### config.mk
export PLATFORM = sky130hd
export DESIGN_NAME = touch_swipe_direction_detector
export DESIGN_NICKNAME = d
export VERILOG_FILES = /design/src/hdl/tsd_pkg.sv /design/src/hdl/tsd_in_stage.sv /design/src/hdl/tsd_core.sv /design/src/hdl/tsd_out_stage.sv /design/src/hdl/touch_swipe_direction_detector.sv
export SDC_FILE = /design/constraint.sdc
export NUM_CORES = 1
export LEC_CHECK = 0
export BUFFER_PORTS_ARGS = -buffer_cell sky130_fd_sc_hd__buf_2
export CAP_MARGIN = 10
export CORE_MARGIN = 10
export CORE_UTILIZATION = 50
export CTS_CLUSTER_SIZE = 25
export DETAILED_ROUTE_END_ITERATION = 10
export PLACE_DENSITY = 0.68
export SETUP_SLACK_MARGIN = 0.15
export SLEW_MARGIN = 10
export SYNTH_ARGS = -nofsm -noshare
export SYNTH_HDL_FRONTEND = slang
export SYNTH_SLANG_ARGS = --single-unit
### constraint.sdc
create_clock -name aclk -period 8.9 [get_ports aclk]
set_input_delay 0.89 -clock aclk [delete_from_list [all_inputs] [get_ports aclk]]
set_output_delay 0.89 -clock aclk [all_outputs]
set_load 0.01 [all_outputs]
### src/hdl/tsd_pkg.sv
`timescale 1ns / 1ps
// tsd_pkg: shared types and constants of the touch swipe direction detector
// depends on nothing; imported by every tsd module and the top level

package tsd_pkg;

    // coordinate width of the touch controller (8 to 15)
    localparam int COORD_BITS = 12;
    // width of the signed motion sums
    localparam int SUM_BITS   = 16;
    // width of the configuration values
    localparam int CFG_BITS   = 12;
    localparam int CFG_IDX_BITS = 2;

    // configuration register indexes
    localparam logic [CFG_IDX_BITS-1:0] REG_ENABLE          = 2'd0;
    localparam logic [CFG_IDX_BITS-1:0] REG_MIN_MOTION      = 2'd1;
    localparam logic [CFG_IDX_BITS-1:0] REG_SWIPE_THRESHOLD = 2'd2;

    // configuration reset values
    localparam logic [CFG_BITS-1:0] MIN_MOTION_RESET      = 12'd3;
    localparam logic [CFG_BITS-1:0] SWIPE_THRESHOLD_RESET = 12'd50;

    // swipe direction codes
    typedef enum logic [2:0] {
        SWIPE_NONE  = 3'd0,
        SWIPE_LEFT  = 3'd1,
        SWIPE_RIGHT = 3'd2,
        SWIPE_UP    = 3'd3,
        SWIPE_DOWN  = 3'd4
    } dir_t;

    // one scan sample
    typedef struct packed {
        logic                  touch_down;
        logic [COORD_BITS-1:0] pos_x;
        logic [COORD_BITS-1:0] pos_y;
    } tsd_in_t;

    // one result
    typedef struct packed {
        logic       held;
        logic       press_event;
        logic       release_event;
        logic       swipe_event;
        logic [2:0] swipe_dir;
    } tsd_out_t;

endpackage

### src/hdl/tsd_in_stage.sv
`timescale 1ns / 1ps
// tsd_in_stage: input register of the detector, holds one scan request
// depends on tsd_pkg

module tsd_in_stage (
    input  logic             aclk,
    input  logic             aresetn,
    input  logic             s_valid,
    output logic             s_ready,
    input  tsd_pkg::tsd_in_t s_data,
    input  logic             take,
    output logic             item_valid,
    output tsd_pkg::tsd_in_t item
);
    import tsd_pkg::*;

    logic    valid_reg;
    logic    valid_next;
    tsd_in_t data_reg;

    // free when empty or when the held request moves on this cycle
    assign s_ready    = !valid_reg || take;
    assign valid_next = (s_valid && s_ready) || (valid_reg && !take);

    // valid flag
    always_ff @(posedge aclk) begin
        if (!aresetn) begin
            valid_reg <= 1'b0;
        end else begin
            valid_reg <= valid_next;
        end
    end

    // payload
    always_ff @(posedge aclk) begin
        if (s_valid && s_ready) begin
            data_reg <= s_data;
        end
    end

    assign item_valid = valid_reg;
    assign item       = data_reg;

endmodule

### src/hdl/tsd_core.sv
`timescale 1ns / 1ps
// tsd_core: configuration registers, touch state and the per-scan update
// depends on tsd_pkg

module tsd_core (
    input  logic                              aclk,
    input  logic                              aresetn,
    input  logic                              cfg_wr_en,
    input  logic [tsd_pkg::CFG_IDX_BITS-1:0]  cfg_index,
    input  logic [tsd_pkg::CFG_BITS-1:0]      cfg_wdata,
    input  logic                              step,
    input  tsd_pkg::tsd_in_t                  item,
    output tsd_pkg::tsd_out_t                 result
);
    import tsd_pkg::*;

    localparam int DIFF_BITS = COORD_BITS + 1;

    // configuration
    logic                enable_reg;
    logic [CFG_BITS-1:0] min_motion_reg;
    logic [CFG_BITS-1:0] threshold_reg;

    // touch state
    logic                       held_reg,  held_next;
    logic [COORD_BITS-1:0]      prev_x_reg, prev_y_reg;
    logic signed [SUM_BITS-1:0] sum_x_reg, sum_x_next;
    logic signed [SUM_BITS-1:0] sum_y_reg, sum_y_next;
    dir_t                       dir_reg,   dir_next;
    logic                       done_reg,  done_next;

    // per-scan temporaries
    logic signed [DIFF_BITS-1:0] dx, dy;
    logic [DIFF_BITS-1:0]        mag_dx, mag_dy;
    logic [SUM_BITS-1:0]         mm_ext, th_ext;
    logic signed [SUM_BITS-1:0]  acc_x, acc_y;
    logic [SUM_BITS-1:0]         mag_sx, mag_sy;
    logic                        small_move;
    logic                        press_ev, release_ev, swipe_ev;

    // saturating add of a motion step to a sum
    function automatic logic signed [SUM_BITS-1:0] sat_add(
        input logic signed [SUM_BITS-1:0]  s,
        input logic signed [DIFF_BITS-1:0] d
    );
        logic signed [SUM_BITS:0] wide;
        wide = (SUM_BITS+1)'(s) + (SUM_BITS+1)'(d);
        if (wide[SUM_BITS] != wide[SUM_BITS-1]) begin
            sat_add = wide[SUM_BITS] ? {1'b1, {(SUM_BITS-1){1'b0}}}
                                     : {1'b0, {(SUM_BITS-1){1'b1}}};
        end else begin
            sat_add = wide[SUM_BITS-1:0];
        end
    endfunction

    // magnitude of a sum, full negative value fits unsigned
    function automatic logic [SUM_BITS-1:0] sum_mag(input logic signed [SUM_BITS-1:0] s);
        sum_mag = s[SUM_BITS-1] ? (~s + 1'b1) : s;
    endfunction

    // motion since the last point
    assign dx = signed'({1'b0, item.pos_x}) - signed'({1'b0, prev_x_reg});
    assign dy = signed'({1'b0, item.pos_y}) - signed'({1'b0, prev_y_reg});
    assign mag_dx = dx[DIFF_BITS-1] ? (~dx + 1'b1) : dx;
    assign mag_dy = dy[DIFF_BITS-1] ? (~dy + 1'b1) : dy;
    assign mm_ext = SUM_BITS'(min_motion_reg);
    assign th_ext = SUM_BITS'(threshold_reg);
    assign small_move = (SUM_BITS'(mag_dx) < mm_ext) && (SUM_BITS'(mag_dy) < mm_ext);

    // accumulated sums and their magnitudes
    assign acc_x  = sat_add(sum_x_reg, dx);
    assign acc_y  = sat_add(sum_y_reg, dy);
    assign mag_sx = sum_mag(acc_x);
    assign mag_sy = sum_mag(acc_y);

    // next state for this scan
    always_comb begin
        held_next  = held_reg;
        sum_x_next = sum_x_reg;
        sum_y_next = sum_y_reg;
        dir_next   = dir_reg;
        done_next  = done_reg;
        press_ev   = 1'b0;
        release_ev = 1'b0;
        swipe_ev   = 1'b0;
        if (enable_reg) begin
            if (item.touch_down) begin
                held_next = 1'b1;
                if (!held_reg) begin
                    // start of a press
                    press_ev   = 1'b1;
                    sum_x_next = '0;
                    sum_y_next = '0;
                    dir_next   = SWIPE_NONE;
                    done_next  = 1'b0;
                end else if (!done_reg) begin
                    if (small_move) begin
                        sum_x_next = '0;
                        sum_y_next = '0;
                    end else begin
                        sum_x_next = acc_x;
                        sum_y_next = acc_y;
                        if ((mag_sx > th_ext) || (mag_sy > th_ext)) begin
                            done_next = 1'b1;
                            swipe_ev  = 1'b1;
                            // ties go to the vertical axis
                            if (mag_sx > mag_sy) begin
                                dir_next = (acc_x > 0) ? SWIPE_RIGHT : SWIPE_LEFT;
                            end else begin
                                dir_next = (acc_y > 0) ? SWIPE_DOWN : SWIPE_UP;
                            end
                        end
                    end
                end
            end else begin
                release_ev = held_reg;
                held_next  = 1'b0;
            end
        end
    end

    // configuration writes
    always_ff @(posedge aclk) begin
        if (!aresetn) begin
            enable_reg     <= 1'b1;
            min_motion_reg <= MIN_MOTION_RESET;
            threshold_reg  <= SWIPE_THRESHOLD_RESET;
        end else if (cfg_wr_en) begin
            case (cfg_index)
                REG_ENABLE:          enable_reg     <= cfg_wdata[0];
                REG_MIN_MOTION:      min_motion_reg <= cfg_wdata;
                REG_SWIPE_THRESHOLD: threshold_reg  <= cfg_wdata;
                default: ;
            endcase
        end
    end

    // touch state update, one scan per step
    always_ff @(posedge aclk) begin
        if (!aresetn) begin
            held_reg   <= 1'b0;
            prev_x_reg <= '0;
            prev_y_reg <= '0;
            sum_x_reg  <= '0;
            sum_y_reg  <= '0;
            dir_reg    <= SWIPE_NONE;
            done_reg   <= 1'b0;
        end else if (step) begin
            held_reg  <= held_next;
            sum_x_reg <= sum_x_next;
            sum_y_reg <= sum_y_next;
            dir_reg   <= dir_next;
            done_reg  <= done_next;
            if (enable_reg) begin
                prev_x_reg <= item.pos_x;
                prev_y_reg <= item.pos_y;
            end
        end
    end

    // result of this scan
    assign result.held          = held_next;
    assign result.press_event   = press_ev;
    assign result.release_event = release_ev;
    assign result.swipe_event   = swipe_ev;
    assign result.swipe_dir     = dir_next;

endmodule

### src/hdl/tsd_out_stage.sv
`timescale 1ns / 1ps
// tsd_out_stage: result register of the detector, holds one result request
// depends on tsd_pkg

module tsd_out_stage (
    input  logic              aclk,
    input  logic              aresetn,
    input  logic              load,
    input  tsd_pkg::tsd_out_t result,
    output logic              room,
    output logic              m_valid,
    input  logic              m_ready,
    output tsd_pkg::tsd_out_t m_data
);
    import tsd_pkg::*;

    logic     valid_reg;
    logic     valid_next;
    tsd_out_t data_reg;

    // room when empty or when the held result leaves this cycle
    assign room       = !valid_reg || m_ready;
    assign valid_next = load || (valid_reg && !m_ready);

    // valid flag
    always_ff @(posedge aclk) begin
        if (!aresetn) begin
            valid_reg <= 1'b0;
        end else begin
            valid_reg <= valid_next;
        end
    end

    // payload
    always_ff @(posedge aclk) begin
        if (load) begin
            data_reg <= result;
        end
    end

    assign m_valid = valid_reg;
    assign m_data  = data_reg;

endmodule

### src/hdl/touch_swipe_direction_detector.sv
`timescale 1ns / 1ps
// touch_swipe_direction_detector: top level, input register, update logic, result register
// depends on tsd_pkg, tsd_in_stage, tsd_core, tsd_out_stage
//
//  channel   ports                            width   direction
//  scan      s_valid / s_ready / s_data       25      in
//  result    m_valid / m_ready / m_data       7       out
//  config    cfg_wr_en / cfg_index / cfg_wdata 1+2+12 in
//
// One scan per cycle while m_ready keeps the result register draining; an accepted scan
// is held in the input register and its result in the result register, with the single
// update step between them reading and writing the touch state in the same cycle.
// Reset (aresetn low, synchronous) empties both registers and restores the state and
// configuration defaults. A stalled result holds the input register; s_ready falls
// only when both registers are full and m_ready is low.

module touch_swipe_direction_detector (
    input  logic                             aclk,
    input  logic                             aresetn,
    input  logic                             s_valid,
    output logic                             s_ready,
    input  tsd_pkg::tsd_in_t                 s_data,
    output logic                             m_valid,
    input  logic                             m_ready,
    output tsd_pkg::tsd_out_t                m_data,
    input  logic                             cfg_wr_en,
    input  logic [tsd_pkg::CFG_IDX_BITS-1:0] cfg_index,
    input  logic [tsd_pkg::CFG_BITS-1:0]     cfg_wdata
);
    import tsd_pkg::*;

    logic     item_valid;
    tsd_in_t  item;
    tsd_out_t result;
    logic     room;
    logic     step;

    // a held request moves on when the result register has room
    assign step = item_valid && room;

    tsd_in_stage u_in (
        .aclk       (aclk),
        .aresetn    (aresetn),
        .s_valid    (s_valid),
        .s_ready    (s_ready),
        .s_data     (s_data),
        .take       (step),
        .item_valid (item_valid),
        .item       (item)
    );

    tsd_core u_core (
        .aclk      (aclk),
        .aresetn   (aresetn),
        .cfg_wr_en (cfg_wr_en),
        .cfg_index (cfg_index),
        .cfg_wdata (cfg_wdata),
        .step      (step),
        .item      (item),
        .result    (result)
    );

    tsd_out_stage u_out (
        .aclk    (aclk),
        .aresetn (aresetn),
        .load    (step),
        .result  (result),
        .room    (room),
        .m_valid (m_valid),
        .m_ready (m_ready),
        .m_data  (m_data)
    );

endmodule
==> out/qor.csv <==
stage;metric;value;unit
sta;finalClockSkew;0.01168;ns
cts;cts_hold_buf;0;
final_layout;antennaDiodeCount;0;
synth;ys_seq_area_share;24.71;%
cts;cts_buffers;17;
floorplanning;rows;54;
sta;hold_ws;0.4606;ns
setup_path;worstPathArrival;8.41;ns
synth;synth_seq_cells;120;
setup_path;worstPathRequired;9.08;ns
hold_path;hold_path_depth;2;
synth;yosys_most_used_dff;dfxtp_1;
synth;synth_warnings;0;
global_route;track_usage;20.61;%
final_layout;area_growth;10.67;%
job;maxCapViolCount;0;
final_layout;final_core_util;56.06;%
power_and_ir_drop;p_int;1.401;mW
final_layout;fin_area;12200;µm²
synth;synth-edff-count;32;
power_and_ir_drop;p_comb_share;40.8;%
floorplanning;core;21760;µm²
synth;synth.largest_area_cell;dfxtp_1;
place;routabilityCongestion;0.9361;
cts;clk_path_buf_depth;2;
cts;h-tree-depth;4;
final_layout;regArea;2723;µm²
global_route;grt_pass1_vias;9596;
power_and_ir_drop;power_frac_seq;26.2;%
setup_path;critPathSlowestCell;or4_1;
drt;ant_nets;0;
drt;drt-pass1-iter-count;5;
drt;via_per_inst;5.987;
setup_path;slowest_delay;0.56;ns
cts;cts_tree;built;
sta;finalHoldViolations;0;
hold_path;hold_class;flip-flop to flip-flop;
global_route;grt_overflow_total;0;
setup_path;worst-path-max-fanout;11;
floorplanning;ioPinCount;53;
sta;fmaxAchievable;121.5;MHz
synth;synth_area_leaders;dfxtp_1, ha_1, edfxtp_1, nand2_1, a21boi_0;
power_and_ir_drop;leakage;4.894;nW
synth;synth_nets;1553;
drt;drtIter0Drc;779;
setup_path;crit_type;flip-flop to flip-flop;
global_route;grt_pass1_wl;48480;µm
sta;max_slew_margin;31.79;%
power_and_ir_drop;power_frac_clock;33.0;%
cts;cts.sinks;120;
final_layout;instances_no_fill;1710;
place;post-place-ws;0.09769;ns
sta;tightest_slew;1.023;ns
synth;synth.most_common_cell;nand2_1;
global_route;grt_max_degree;92;
setup_path;endpoint_kind;flip-flop;
drt;drc;0;
synth;syn-cell-area;11020;µm²
power_and_ir_drop;power;2.263;mW
place;portBuffers;52;
final_layout;largest_register_ffs;25;
drt;wirelength;30130;µm
floorplanning;chipHeight;168.5;µm
sta;period_needed;8.232;ns
floorplanning;die_w;168.5;µm
setup_path;rrSetupSlack;0.67;ns
sta;setup_violations;0;
place;dp.cells;1675;
cts;clkSlewWorstSetupHoldPaths;0.06;ns
synth;postSynthCellCount;1381;
final_layout;multi_input_area;7741;µm²
place;placed_area;11520;µm²
synth;synth_cell_type_count;91;
sta;rsz0062_at_grt;no;
sta;slew_violations;0;
final_layout;layout-drive-gt1-share;10.49;%
power_and_ir_drop;p_sw_share;38.09;%
setup_path;reg2reg_depth;35;
floorplanning;dieArea;28380;µm²
drt;vias;10238;
synth;synthArstFlopShare;0;%
sta;min_period_over_period;92.49;%
power_and_ir_drop;vdd_drop_max;0.1409;mV
place;dp_hpwl;22790;µm
status;status;completed;
setup_path;start_kind;flip-flop;
synth;synth_top_area_share;15.99;%
synth;synth_common_cells;nand2_1, ha_1, inv_1;
global_route;antenna_found_initial;0;
floorplanning;start_util;50.65;%
power_and_ir_drop;powerDensity;185.6;nW/µm²
final_layout;fillers;2052;
sta;fin_ws;0.6685;ns
cts;clk-insertion-delay-late;0.43;ns
sta;fin_setup_tns;0;ns
drt;wl_per_cell;17.62;µm
power_and_ir_drop;netSwitchingPower;0.8620;mW
synth;postSynthAreaPerCell;7.979;µm²
cts;clockRootBuffer;clkbuf_16;
final_layout;nets;1589;
setup_path;cp_common_cell;ha_1;
==> cell families (layout without fill, tap and decap cells) <==
logic type	count (synthesis)	in the layout	synth area share, %
AND/OR/NAND/NOR	501	501	22.80
AO/OA/AOI/OAI	412	412	26.34
buffers and inverters	147	196	5.371
adder cells (fa/ha/maj)	133	133	15.26
flip-flops	120	120	24.71
XOR/XNOR	64	64	5.155
multiplexers	4	4	0.3634
==> power by group through the flow <==
stage | clock network [mW] | registers [mW] | logic [mW]
after floorplan | 0 | 0.602 | 0.680
after global placement | 0 | 0.605 | 0.881
after detailed placement | 0 | 0.605 | 0.896
after CTS | 0.751 | 0.594 | 0.908
after global routing | 0.776 | 0.596 | 1.04
final | 0.746 | 0.594 | 0.924
==> path summary, 6_finish.rpt <==
kind,startpoint,to
setup / recovery,u_in.item[0],u_out.m_data[1]
hold / removal,u_core.sum_y_reg[0],u_core.sum_y_reg[0]
setup reg to reg,u_in.item[0],u_out.m_data[1]
hold reg to reg,u_core.sum_y_reg[0],u_core.sum_y_reg[0]
==> per-layer routing <==
metal | GRT usage [%] | wire, µm
met5 | 0 | 0
met1 | 27.55 | 14230
met3 | 3.034 | 1535
met4 | 7.040 | 607
met2 | 33.16 | 13760
==> layout make-up <==
class                      count  area share, %
tap                          280          2.873
multi-input combinational   1114          63.48
sequential                   120          22.32
clock inverter                14          1.508
clock buffer                  18          3.601
timing repair buffer          72          3.386
inverter                      92          2.832
==> what timing repair did <==
| action | in CTS | in global routing |
|---|---|---|
| buffers inserted | 2 | 1 |
| gates resized for setup | 0 | 12 |
| cloned | 0 | 0 |
| setup endpoints to repair | 2 | 8 |
| pin swaps | 1 | 1 |
==> cell usage in the layout (no fill, tap or decap), types with 6 or more instances in the layout <==
cell type	n
nor4_1	11
o21a_1	28
o21ai_0	72
inv_6	6
inv_1	92
nand2_1	199
nor2b_1	43
or3_1	11
clkbuf_16	17
xor2_1	24
and2_1	14
xnor2_1	38
o31ai_1	7
nor2_1	76
buf_4	21
a21boi_0	49
o22ai_1	6
edfxtp_1	32
a21oi_1	69
nand3_1	30
dfxtp_1	88
a21o_1	27
a211oi_1	13
o21ai_1	7
nor3_1	26
buf_2	51
and3_1	11
a31oi_1	7
o211ai_1	12
a211o_1	6
a211oi_2	6
nand2b_1	17
ha_1	121
a32oi_1	11
nor3b_1	7
a22oi_1	18
nand4_1	15
==> worst max-delay path: cells and delay by family (launching register included) <==
family | cells | cell delay, ns
AO/OA/AOI/OAI | 12 | 2.47
XOR/XNOR | 1 | 0.41
adder cells (fa/ha/maj) | 5 | 1.51
buffers and inverters | 2 | 0.20
flip-flops | 1 | 0.35
AND/OR/NAND/NOR | 15 | 3.05
(Power assumes the default switching activity.)
